==> config.mk <==
export PLATFORM = sky130hd
export DESIGN_NAME = ert_slot_table
export DESIGN_NICKNAME = d
export VERILOG_FILES = /design/src/ert_pkg.sv /design/src/ert_slot_table.sv
export SDC_FILE = /design/constraint.sdc
export NUM_CORES = 1
export LEC_CHECK = 0
export BUFFER_PORTS_ARGS = -buffer_cell sky130_fd_sc_hd__clkbuf_2
export CAP_MARGIN = 20
export CORE_MARGIN = 8
export CORE_UTILIZATION = 63
export CTS_CLUSTER_DIAMETER = 30
export CTS_CLUSTER_SIZE = 28
export DETAILED_ROUTE_END_ITERATION = 10
export PLACE_DENSITY = 0.8
export SKIP_CTS_REPAIR_TIMING = 1
export SLEW_MARGIN = 30
export SYNTH_ARGS = -nofsm -noshare
export SYNTH_HDL_FRONTEND = slang
export SYNTH_SLANG_ARGS = --single-unit
==> constraint.sdc <==
create_clock -name clk -period 3.5 [get_ports clk]
set_input_delay 0 -clock clk [delete_from_list [all_inputs] [get_ports clk]]
set_output_delay 0 -clock clk [all_outputs]
set_load 0.005 [all_outputs]
==> src/ert_pkg.sv <==
// ============================================================================
// ert_pkg: shared types and constants for the epoch reclamation tracker
// Command and result words, action and result codes, and derived sizes.
// ============================================================================
package ert_pkg;

    localparam int THREAD_SLOTS  = 16;
    localparam int EPOCH_BUCKETS = 3;
    localparam int BUCKET_DEPTH  = 16;

    localparam int EPOCH_W   = 64;
    localparam int SLOT_IW   = (THREAD_SLOTS > 1) ? $clog2(THREAD_SLOTS) : 1;
    localparam int IDX_W     = (BUCKET_DEPTH > 1) ? $clog2(BUCKET_DEPTH) : 1;
    localparam int FILL_W    = $clog2(BUCKET_DEPTH + 1);
    localparam int RAM_DEPTH = EPOCH_BUCKETS * BUCKET_DEPTH;
    localparam int ADDR_W    = $clog2(RAM_DEPTH);

    localparam logic [EPOCH_W-1:0] EPOCH_MAX = {EPOCH_W{1'b1}};

    // action codes
    localparam logic [2:0] ACT_REGISTER   = 3'd0;
    localparam logic [2:0] ACT_UNREGISTER = 3'd1;
    localparam logic [2:0] ACT_ENTER      = 3'd2;
    localparam logic [2:0] ACT_EXIT       = 3'd3;
    localparam logic [2:0] ACT_RETIRE     = 3'd4;
    localparam logic [2:0] ACT_ADVANCE    = 3'd5;
    // spare codes: ignored, no result
    localparam logic [2:0] ACT_RSVD6      = 3'd6;
    localparam logic [2:0] ACT_RSVD7      = 3'd7;

    // result kinds
    localparam logic [1:0] KIND_GRANT   = 2'd0;
    localparam logic [1:0] KIND_NO_SLOT = 2'd1;
    localparam logic [1:0] KIND_EPOCH   = 2'd2;
    localparam logic [1:0] KIND_FREE    = 2'd3;

    typedef struct packed {
        logic [2:0]         action;
        logic [3:0]         slot;
        logic [EPOCH_W-1:0] pointer;
    } cmd_t;

    typedef struct packed {
        logic [1:0]         kind;
        logic [3:0]         granted_slot;
        logic [EPOCH_W-1:0] epoch_value;
        logic [EPOCH_W-1:0] free_pointer;
        logic               last;
    } result_t;

    typedef struct packed {
        logic               set_active;
        logic               clr_active;
        logic               wr_epoch;
        logic [SLOT_IW-1:0] wr_idx;
        logic [EPOCH_W-1:0] wr_value;
        logic [SLOT_IW-1:0] rd_idx;
    } slot_ctl_t;

    typedef struct packed {
        logic active;
        logic lag;
    } slot_sts_t;

    typedef struct packed {
        logic               wr_en;
        logic [ADDR_W-1:0]  wr_addr;
        logic [EPOCH_W-1:0] wr_data;
        logic               rd_en;
        logic [ADDR_W-1:0]  rd_addr;
    } ram_ctl_t;

endpackage

==> src/ert_slot_table.sv <==
// ============================================================================
// ert_slot_table: per-thread slot state and the shared lag comparator
// Holds active bits and recorded epochs; one slot is examined per cycle.
// ============================================================================
module ert_slot_table (
    input  logic                           clk,
    input  logic                           rst_n,
    input  ert_pkg::slot_ctl_t             ctl,
    input  logic [ert_pkg::EPOCH_W-1:0]    cur_epoch,
    output ert_pkg::slot_sts_t             sts
);
    import ert_pkg::*;

    logic [THREAD_SLOTS-1:0] active_reg;
    logic [EPOCH_W-1:0]      epoch_reg [THREAD_SLOTS];
    logic [EPOCH_W-1:0]      rd_epoch;

    always_ff @(posedge clk or negedge rst_n)
    begin
        if (!rst_n)
        begin
            active_reg <= '0;
            for (int i = 0; i < THREAD_SLOTS; i++)
            begin
                epoch_reg[i] <= '0;
            end
        end
        else
        begin
            if (ctl.set_active)
            begin
                active_reg[ctl.wr_idx] <= 1'b1;
            end
            if (ctl.clr_active)
            begin
                active_reg[ctl.wr_idx] <= 1'b0;
            end
            if (ctl.wr_epoch)
            begin
                epoch_reg[ctl.wr_idx] <= ctl.wr_value;
            end
        end
    end

    // exited slots carry the all-ones mark and never lag
    assign rd_epoch   = epoch_reg[ctl.rd_idx];
    assign sts.active = active_reg[ctl.rd_idx];
    assign sts.lag    = active_reg[ctl.rd_idx] && (rd_epoch != EPOCH_MAX)
                        && (rd_epoch < cur_epoch);

endmodule

### Word-level counts from Yosys, hierarchy flattened

Cells that the tools add are included.

* order comparisons: 7
* bitwise gates (word level): 5
* reductions and logical operators: 4
* equal/unequal tests: 1
* multiplexer cells: 12

Operators by type and width (count)
* $bwmux 1024: 1
* $bmux 64 s4: 1
* $demux 64 s4: 1
* $mux 64: 3
* $lt 64x64->1: 1
* $ne 64x64->1 const B: 1
* $mux 16: 2
* $and 16x16->16: 1
* $not 16->16: 1
* $or 16x16->16: 1
* $ge 5x5->1 const B: 2
* $lt 4x5->1 const B: 2
* $not 4->5: 2
* $lt 5x1->1 const B: 1
* $bmux 1 s4: 1
* $demux 1 s4: 1
* $ge 4x1->1 const B: 1
* $logic_and 1x1->1: 4
* $mux 1: 2

* bits in registers: 1040
* bits of input ports: 141
* word-level logic and storage cells: 46
* output and inout bits: 2

### Depth between registers and ports, before layout

* word-level depth: 8
* depth in mapped cells: 19

### Least setup slack after synthesis

No wires, ideal clock.

* path kind: input -> output
* from: input ctl[0] (netlist name)
* to: output sts[0] (netlist name)
* arrival: 3311 ps
* data required time: 3500 ps
* stages: 15
* slack: 189 ps
* path through: buf_6 -> buf_8 -> buf_8 -> buf_6 -> mux4_1 -> mux4_1 -> ha_1 -> a21o_1 -> a21oi_1 -> o22ai_1 -> o21ba_2 -> nor4_1 -> a31oi_1 -> o311a_1 -> a211oi_1

RTL lines
* from (decl): RTL line ert_slot_table.sv:8 `input ert_pkg::slot_ctl_t ctl,`
* to (decl): RTL line ert_slot_table.sv:10 `output ert_pkg::slot_sts_t sts`

==> impl_results.md <==
- Clk_skew: 0 ns
- Endpoint, Worst Hold: active_reg[6]
- Commonest register cell after synthesis: dfrtp_1
- CP delay by family, top: compound AO/OA/AOI/OAI gates
- Fraction of layout cells with a size suffix above 1: about half
- Synth Area in XOR/XNOR: 0%
- Netlist Area Pre-Place: between 40000 and 50000 um^2
- Area Growth Syn to Fin: 20.9%
- Reg clk slew, reported paths: roughly 0.050 ns
- Routed length per instance: around 29 um
- I/O pin count: roughly 140
- CTS tree: built
- Critical setup path kind: reg -> out
- Routed vias: about 31000
- Rel. slew slack: about two fifths
- RSZ-0062 raised after global routing: true
- Placed cell area: a little over 50000 um^2
- Pre-Repair DR Iteration Count: 8
- Post-Synth Simple-Gate Area: 1.46%
- Height of the die: a little under 300 um
- Residual DRC count: 0
- Pwr Total: about 0.042 W
- Synth Warn #: 0
- Die width: 294 um
- Critical path cell sequence: mux4_2, mux4_2, ha_4, a21o_1, a21oi_2, o22ai_2, o21ba_4, nor4_4, a31oi_4, o311a_1, a211oi_2, buf_2
- Worst Hold Class: in -> reg
- DP HPWL: around 78000 um
- Hold slack: between 0.2 and 0.25 ns
- Synthesized flop and latch total: 1040
- Post-synthesis area per instance: 15.4 um^2
- Clock buffer depth: 3
- Worst Slack Setup Final: -0.853 ns
- Setup TNS: -0.853 ns
- Status: finished with violations
- Adder-Cell Fraction of Synth Area: 1.62%
- Global-route wire length before repair: between 200000 and 250000 um
- RR Endpoint: active_reg[4]
- R2r setup slk: around 2.2 ns
- CP max stage delay: roughly 0.55 ns
- Worst Path Buf+Inv: 1
- Post-synthesis mux area share: 36.8%
- Final Routed Wirelength: approximately 140000 um
- Worst setup EP type: primary output
- Worst hold stages: 3
- Mapped Nets: 3357
- Worst VDD drop: roughly 0.00049 V
- Row cnt: 102
- CTS buffer count: 183
- GR Overflow Total: 0
- Core ar.: about 77000 um^2
- Most frequent cells in the layout: 1040 x dfrtp_1, 1025 x mux2_2, 187 x clkbuf_16, 178 x mux4_2, 138 x clkbuf_2
- Layout Cells excl Fill: about 4700
- Critical-path maximum fanout: 2
- Nets: 3682
- CP dominant cell by count: mux4_2
- CP Depth: 12
- Placed cells: ~4300
- Slew Viols, Final: 0
- Max-cap violation count: 0
- Max FFs per register: 1024
- Largest family of logic cells by synthesized area: multiplexers
- Area of the die: 86400 um^2
- Pin count of the biggest net entering global routing: roughly 130
- Clk Latency, worst-skew pair: 0.74 ns
- Pwr Density: 712 nW/um^2
- DRT antenna net count: 0
- Clk sinks: 1040
- R2R cell count: 3
- Overall routing resource usage: a little under a third
- Worst path required time: 3.50 ns
- Violated checks: negative setup slack
- WP data arrival: 4.35 ns
- Most common cell after layout, fill and taps aside: dfrtp_1
- Number of global-route vias before repair: roughly 34000
- Register area share after synthesis: a little over half
- Unique cell type count in the Yosys netlist: 46
- Hold_sp: ctl[73]
- Final Cell Area: ~59000 um^2
- Final critical-path required period: 4.35 ns
- Post-synth EDFFs: 0
- Complex-gate fraction of the synthesized area: 3.27%
- Vias per Instance: 6.63
- Leakage Power: between 20 and 30 nW
- Fin crit share: 124%
- FMAX: approximately 230 MHz
- Synth Instances: ~3200
- Reg-to-reg startpoint: active_reg[4]
- Critical Path Source: epoch_reg[773]
- Async set-reset flop share out of synthesis: 100%
- Initial DRC count: 2724
- Area occupied by multi-input gates: about 21000 um^2
- Clk root buf: clkbuf_16
- RD Place Congestion: roughly 0.84
- Critical path launch point type: register
- CTS H-tree depth: 4
- Initial antenna violation count: 6
- Final hold vios: 0
- Filler cells: approximately 4200
- Initial Util: 63.3%
- Slowest cell on the critical path: mux4_2
- Input/output buffers: roughly 140
- Reg area: around 26000 um^2
- Finish-stage setup viols: 1
- Pin slew with the least headroom to its limit: approximately 0.90 ns
## metrics by stage
stage / util, % / worst slack, ns
after detailed placement: 66.8 / -0.616
after CTS: 75.4 / -1.26
after global placement: 66.8 / -0.589
final: 76.5 / -0.853
after global routing: 76.5 / -0.937
after floorplan: - / 0.189
## cell families after synthesis
group,Yosys count
DFF,1040
AOI/OAI and AO/OA,229
and+or+nand+nor,147
adders and majority gates,63
muxes,1348
buffers and inverters,326
## area by class of cell
cell class	count	share of cell area (%)
antenna	3	0.0128
timing repair buffer	400	5.92
clock inverter	115	2.61
multi-input combinational	1787	36.1
clock buffer	222	8.55
inverter	66	0.421
tap	1040	2.21
sequential	1040	44.2
## cells in the mapped netlist (8+ instances only)
cell	count	area [um^2]
mux2i_1	90	901
a22oi_1	65	488
buf_2	16	80.1
a21oi_1	29	145
a221oi_1	44	385
mux4_2	175	3940
nor2_1	27	101
a31oi_1	24	150
inv_1	66	248
buf_6	13	146
nand4_1	27	169
ha_1	63	788
nand2_1	53	199
mux2_2	1025	11500
buf_4	8	60.1
a21o_1	20	150
buf_8	14	210
nor2b_1	9	56.3
mux4_1	57	1500
clkbuf_8	9	124
clkbuf_1	194	728
o21ai_0	35	175
dfrtp_1	1040	26000
## power by group
| part | switching, W | internal (W) |
|---|---|---|
| Combinational | 0.00285 | 0.00404 |
| Sequential | 0.00155 | 0.0149 |
| Clock | 0.00636 | 0.0122 |
| Total | 0.0108 | 0.0311 |
## routing by layer
layer / global-route usage, % / vias to the layer above / wire (um)
met5: 0 / - / 46
met4: 15.0 / 8 / 5620
met3: 7.46 / 409 / 10700
met2: 50.7 / 1503 / 67400
met1: 40.7 / 16500 / 53000
li1: - / 12600 / -
## worst max-delay path by stage
stage | endpoint | slack (ns)
2_1_floorplan | sts[0] | 0.19
3_3_place_gp | sts[0] | -0.59
3_5_place_dp | sts[0] | -0.62
4_1_cts | sts[0] | -1.26
5_1_grt | sts[0] | -0.94
6_report | sts[0] | -0.85
## worst min-delay path, delay by kind of cell
family | cells | cell delay, ns
buffers and inverters | 2 | 0.79
AOI/OAI and AO/OA | 1 | 0.11
Power figures use the tool's default switching activity.
