[config.mk]
export PLATFORM = sky130hd
export DESIGN_NAME = ert_bucket_store
export DESIGN_NICKNAME = d
export VERILOG_FILES = /design/src/ert_pkg.sv /design/src/ert_bucket_store.sv
export SDC_FILE = /design/constraint.sdc
export NUM_CORES = 2
export LEC_CHECK = 0
export BUFFER_PORTS_ARGS = -buffer_cell sky130_fd_sc_hd__buf_2
export CORE_MARGIN = 3
export CORE_UTILIZATION = 45
export CTS_CLUSTER_SIZE = 8
export DETAILED_ROUTE_END_ITERATION = 7
export PLACE_DENSITY = 0.66
export SYNTH_ARGS = -nofsm -noshare
export SYNTH_HDL_FRONTEND = slang
export SYNTH_SLANG_ARGS = --single-unit
[constraint.sdc]
create_clock -name clk -period 6.1 [get_ports clk]
set_input_delay 1.22 -clock clk [delete_from_list [all_inputs] [get_ports clk]]
set_output_delay 1.22 -clock clk [all_outputs]
set_load 0.005 [all_outputs]
[src/ert_pkg.sv]
// ============================================================================
// ert_pkg: shared types and constants for the epoch reclamation tracker
// Command and result words, action and result codes, and derived sizes.
// ============================================================================
package ert_pkg;

    localparam int THREAD_SLOTS  = 16;
    localparam int EPOCH_BUCKETS = 3;
    localparam int BUCKET_DEPTH  = 16;

    localparam int EPOCH_W   = 64;
    localparam int SLOT_IW   = (THREAD_SLOTS > 1) ? $clog2(THREAD_SLOTS) : 1;
    localparam int IDX_W     = (BUCKET_DEPTH > 1) ? $clog2(BUCKET_DEPTH) : 1;
    localparam int FILL_W    = $clog2(BUCKET_DEPTH + 1);
    localparam int RAM_DEPTH = EPOCH_BUCKETS * BUCKET_DEPTH;
    localparam int ADDR_W    = $clog2(RAM_DEPTH);

    localparam logic [EPOCH_W-1:0] EPOCH_MAX = {EPOCH_W{1'b1}};

    // action codes
    localparam logic [2:0] ACT_REGISTER   = 3'd0;
    localparam logic [2:0] ACT_UNREGISTER = 3'd1;
    localparam logic [2:0] ACT_ENTER      = 3'd2;
    localparam logic [2:0] ACT_EXIT       = 3'd3;
    localparam logic [2:0] ACT_RETIRE     = 3'd4;
    localparam logic [2:0] ACT_ADVANCE    = 3'd5;
    // spare codes: ignored, no result
    localparam logic [2:0] ACT_RSVD6      = 3'd6;
    localparam logic [2:0] ACT_RSVD7      = 3'd7;

    // result kinds
    localparam logic [1:0] KIND_GRANT   = 2'd0;
    localparam logic [1:0] KIND_NO_SLOT = 2'd1;
    localparam logic [1:0] KIND_EPOCH   = 2'd2;
    localparam logic [1:0] KIND_FREE    = 2'd3;

    typedef struct packed {
        logic [2:0]         action;
        logic [3:0]         slot;
        logic [EPOCH_W-1:0] pointer;
    } cmd_t;

    typedef struct packed {
        logic [1:0]         kind;
        logic [3:0]         granted_slot;
        logic [EPOCH_W-1:0] epoch_value;
        logic [EPOCH_W-1:0] free_pointer;
        logic               last;
    } result_t;

    typedef struct packed {
        logic               set_active;
        logic               clr_active;
        logic               wr_epoch;
        logic [SLOT_IW-1:0] wr_idx;
        logic [EPOCH_W-1:0] wr_value;
        logic [SLOT_IW-1:0] rd_idx;
    } slot_ctl_t;

    typedef struct packed {
        logic active;
        logic lag;
    } slot_sts_t;

    typedef struct packed {
        logic               wr_en;
        logic [ADDR_W-1:0]  wr_addr;
        logic [EPOCH_W-1:0] wr_data;
        logic               rd_en;
        logic [ADDR_W-1:0]  rd_addr;
    } ram_ctl_t;

endpackage

[src/ert_bucket_store.sv]
// ============================================================================
// ert_bucket_store: retired pointer storage for all three buckets
// One write port, one registered read port.
// ============================================================================
module ert_bucket_store (
    input  logic                        clk,
    input  ert_pkg::ram_ctl_t           ctl,
    output logic [ert_pkg::EPOCH_W-1:0] rd_data
);
    import ert_pkg::*;

    logic [EPOCH_W-1:0] mem [RAM_DEPTH];

    always_ff @(posedge clk)
    begin
        if (ctl.wr_en)
        begin
            mem[ctl.wr_addr] <= ctl.wr_data;
        end
        if (ctl.rd_en)
        begin
            rd_data <= mem[ctl.rd_addr];
        end
    end

endmodule

### Word level (Yosys, flattened, before mapping)

Memories as Yosys holds them, arrays and structs flattened. A register that Yosys moved wholly into a read port is not among the register bits.
Index checks and enable logic that the tools add are counted.
Widths: inputs -> output; s select.

* multiplexer cells: 2

Operators by type and width (count)
* $mux 1: 2

* bits in registers: 0
* bits in writable memories: 3072
* output and inout port bits: 64
* memories: 1

Memory list
* mem: words 48, bits a word 64, rd ports 1, clocked after memory_dff 1, write ports 1, RTL line ert_bucket_store.sv:12 `logic [EPOCH_W-1:0] mem [RAM_DEPTH];`

### Depth between registers and ports, before layout

* depth in word-level cells: 2
* mapped depth: 10
* gate-level depth less buffers: 5

### Least setup slack after synthesis

OpenSTA, ideal clock, no wires.

* path kind: input to register
* from: input port ctl[76] in the netlist's numbering
* to: memory mem[16][0], enable pin
* setup time: 565 ps
* data arrival time: 5878 ps
* path slack: -343 ps
* stages on the path: 3
* path buffers: 0
* cell sequence: and3b_1 -> nand2_1 -> nor3_1

RTL lines
* start: declaration: RTL line ert_bucket_store.sv:7 `input ert_pkg::ram_ctl_t ctl,`
* end: declaration: RTL line ert_bucket_store.sv:12

Straight into the memory's write port.

==> metrics list <==
* Initial DRC Count: 7,236
* Horizontal die dimension: 521 um
- Buffers from clock root to sink, at most: 4
- Number of cell instances on the worst register-to-register path: 5
* Cell with the biggest individual delay on the critical path: sky130_fd_sc_hd__o31ai_1
- Gates resized during post-CTS repair numbered 0.
* Critical path class: input pin to register
- The max-slew violation count came to 0.
- Floorplan Core Area: 263,000 um2
- Entering global routing, the biggest net connects 113 pins.
- Post-layout net count: 5,706
- Hold Violations, Final: 0
- Total number of vias: 57,700
- Seq/Total Area, Yosys: 79.0%
- Among the stages of the critical path, the cell type that occurs most often is sky130_fd_sc_hd__buf_12.
- The die covers 271,000 um2.
* Synthesis-to-layout area growth: 14.4%
- For flop-to-flop paths, the worst setup slack is 4.01 ns.
- In this run the worst hold path is classified as input pin to register.
- Count of final setup violators: 0
- Data required, critical path: 6.71 ns
- Crit. path cell count: 7
- Placed cell area: 125,000 um2
- TritonCTS built the clock tree.
- Worst setup path start: ctl[0]
- Arrival time worst endpoint: 3.91 ns
- Derived from the worst setup path, the maximum achievable clock frequency is 303 MHz.
- The run finished with clean final reports.
* Final Instance Area: 136,000 um2
- Row generation in the floorplan step produced 188 rows.
- Overall overflow remaining after global route: 0
- DRC viols: 0
- Cell-internal power: 37.4 mW
- At the later pin of the worst-skew pair, clock insertion delay measures 0.98 ns.
* Switch share: 20.1%
* Count of buffers from port buffering: 142
- Synthesis inferred 3,136 register bits.
- The number of global-route vias before repair is 59,100.
* Distinct cells, synth: 38
- The signal on the critical path passes through buf_12 -> buf_12 -> mux4_2 -> nor2_1 -> a2111oi_0 -> o31ai_1 -> o21ai_1.
- CP endpoint kind: register
* Comb power frac: 4.2%
- Largest incremental delay on the critical path: 0.61 ns
* Post-synthesis cell count: 5,157
- In this run the critical register-to-register path is captured at rd_data[30]$_DFFE_PP_.
- The worst register-to-register path begins at mem[25][30]$_DFFE_PP_.
- Setup repair after global routing left no endpoint under its margin.
- Final Skew: 0.0887 ns
* Kind of start point of the critical path: input pin
* Pre-Repair DR Iteration Count: 6
- Die Y: 521 um
- Placed wire-length estimate after detailed placement: 157,000 um
* Leak pwr: 43.2 nW
- Of all nets on the critical path, the largest fanout is 85.
- Reg clk slew, reported paths: 0.05 ns
- Antenna violations before repair: 26
- The worst pin sits at a relative slew slack of 13.6%.
- Delay-heaviest family, CP: buffers and inverters
- A synthesized cell averages 23.1 um2.
- Number of setup buffers added after CTS: 0
* Number of sinks handled by clock tree synthesis: 3,136
* TritonCTS buffer count: 442
* Post-synth net total: 5,236
* Destination of the worst hold path: rd_data[35]$_DFFE_PP_
* Synthesis Warnings: 0
- First-pass GRT wire length: 435,000 um
- Registers are responsible for 51.5% of the overall power.
* Worst hold path startpoint: ctl[6]
- Slew at the pin closest to its max-slew limit: 1.30 ns
* Final worst-path cycle share: 54.0%
- In the post-route analysis, the smallest setup slack over all paths is 2.80 ns.
- At the placement stage, the worst setup path has a slack of 1.87 ns.
- Top-level I/O count: 143
- In the final layout, the share of cells above drive strength 1 is 27.2%.
- The H-tree was split into 5 levels.
- Maximum resistive drop on vdd: 0.340 mV
- Net Sw Power: 9.39 mW
- Global routing usage summed across all routing layers: 22.4%
- Power spread over the standard cell area amounts to 343 nW/um2.
- Max-cap violations: 0
* Clock root buffer master: sky130_fd_sc_hd__clkbuf_16
- Summed instance area of the synthesized netlist: 119,000 um2
* CP bufs+invs: 2
- Total wire length after detailed routing: 304,000 um
- Antenna-violating nets left: 0
- Along the worst hold path, the cell count comes to 1.
* Quantity of hold-fixing buffers added after cts: 0
- The clock network burns 44.3% of the power.
- Summed negative setup slack over all endpoints: 0 ns
- Starting Density: 45.3%
- Routed length per placed instance: 33.2 um
- Min Clock Period, post-route: 3.30 ns
- Using the TritonRoute via totals, the vias-per-cell ratio works out to 6.29.
- Global placement routability congestion: 0.760
-- worst max-delay path by stage --
stage	endpoint	slack, ns
6_report	rd_data[30]$_DFFE_PP_	2.80
5_1_grt	rd_data[30]$_DFFE_PP_	2.68
3_3_place_gp	rd_data[30]$_DFFE_PP_	1.88
4_1_cts	rd_data[30]$_DFFE_PP_	2.86
2_1_floorplan	mem[47][0]$_DFFE_PP_	1.12
3_5_place_dp	rd_data[30]$_DFFE_PP_	1.87
-- placed cells by master (no fill, tap or decap), types with 4 or more instances in the layout --
cell,Yosys,layout
sky130_fd_sc_hd__edfxtp_1,3136,3136
sky130_fd_sc_hd__mux4_2,700,700
sky130_fd_sc_hd__clkbuf_16,0,444
sky130_fd_sc_hd__mux2i_1,310,310
sky130_fd_sc_hd__buf_2,65,136
sky130_fd_sc_hd__buf_4,40,132
sky130_fd_sc_hd__o22ai_1,107,107
sky130_fd_sc_hd__a21oi_1,73,73
sky130_fd_sc_hd__a22oi_1,71,71
sky130_fd_sc_hd__nand2_1,56,56
sky130_fd_sc_hd__nor2_4,0,45
sky130_fd_sc_hd__buf_12,0,44
sky130_fd_sc_hd__o221ai_1,37,37
sky130_fd_sc_hd__o31ai_1,36,36
sky130_fd_sc_hd__and2_1,32,31
sky130_fd_sc_hd__o211ai_1,30,30
sky130_fd_sc_hd__a211o_1,30,30
sky130_fd_sc_hd__or3_1,30,29
sky130_fd_sc_hd__o21ai_0,28,28
sky130_fd_sc_hd__nor2_1,66,20
sky130_fd_sc_hd__nand3_1,20,20
sky130_fd_sc_hd__a22o_1,17,17
sky130_fd_sc_hd__a221oi_1,16,16
sky130_fd_sc_hd__diode_2,0,12
sky130_fd_sc_hd__o21ai_1,10,10
sky130_fd_sc_hd__nor2b_1,13,9
sky130_fd_sc_hd__nand2b_1,11,8
sky130_fd_sc_hd__nand4_1,7,7
sky130_fd_sc_hd__a211oi_1,7,7
sky130_fd_sc_hd__inv_6,0,5
sky130_fd_sc_hd__o2111ai_1,4,4
sky130_fd_sc_hd__nor3_4,0,4
sky130_fd_sc_hd__clkbuf_1,127,4
sky130_fd_sc_hd__clkinv_8,0,4
-- sequential cells by signal, summed over array words and instances, names as in the netlist --
name / count
mem: 3072
rd_data: 64
-- per-stage QoR --
step / hold slack, ns / instances / util [%] / total power [mW]
3_3_place_gp: 0.858 / 8698 / 47.5 / 26.4
2_1_floorplan: 0.757 / 5157 / - / 25.6
3_5_place_dp: 0.866 / 8698 / 47.5 / 26.5
6_report: 0.835 / 9171 / 51.8 / 46.8
4_1_cts: 0.755 / 9159 / 51.8 / 47.1
5_1_grt: 0.787 / 9163 / 51.8 / 48.0
-- cells by family (layout without fill, tap and decap cells) --
family                 after synthesis  count (layout)  synth area share, %
AOI/OAI and AO/OA                  471             471                 2.74
buffers and inverters              290             777                 1.33
DFF                               3136            3136                 79.0
muxes                             1010            1010                 15.8
other                                0              12                    0
and+or+nand+nor                    250             250                 1.04
-- Yosys cell counts, drive strengths merged --
cell type	count	area, um2
a2111oi	3	26.3
a211o	30	263
a211oi	7	52.6
a21oi	73	365
a221oi	16	140
a22o	17	149
a22oi	71	533
and2	32	200
and3b	2	17.5
buf	162	1110
clkbuf	127	477
edfxtp	3136	94200
inv	1	3.75
mux2i	310	3100
mux4	700	15800
nand2	56	210
nand2b	11	68.8
nand3	20	100
nand3b	3	22.5
nand4	7	43.8
nor2	66	248
nor2b	13	81.3
nor3	4	20.0
o2111ai	4	35.0
o211ai	30	225
o21ai	38	190
o221ai	37	324
o22ai	107	669
o31ai	36	270
o41ai	2	25.0
or2	3	18.8
or3	30	188
or4	3	22.5
-- power groups by stage --
| stage | Combinational (mW) | Clock [mW] | Sequential (mW) |
|---|---|---|---|
| floorplan | 1.16 | 0 | 24.4 |
| global placement | 1.95 | 0 | 24.5 |
| detailed placement | 1.99 | 0 | 24.5 |
| CTS | 2.00 | 21.0 | 24.1 |
| global route | 2.12 | 21.9 | 24.0 |
| finish | 1.98 | 20.7 | 24.1 |
-- metal layers --
metal	wire length [um]	global-route usage, %	share of wire (%)
met1	120000	31.5	39
met2	149000	36.0	49
met3	27900	4.48	9.2
met4	7800	6.32	2.6
met5	89	0	0.029
-- layout make-up --
class	count	area, um2
Multi-Input combinational cell	1731	23800
Fill cell	20000	127000
Antenna cell	12	30.0
Sequential cell	3136	94200
Timing Repair Buffer	315	2600
Inverter	1	6.26
Clock buffer	448	11100
Clock inverter	13	166
Tap cell	3515	4400
No activity file was read; power rests on OpenSTA's default activity.
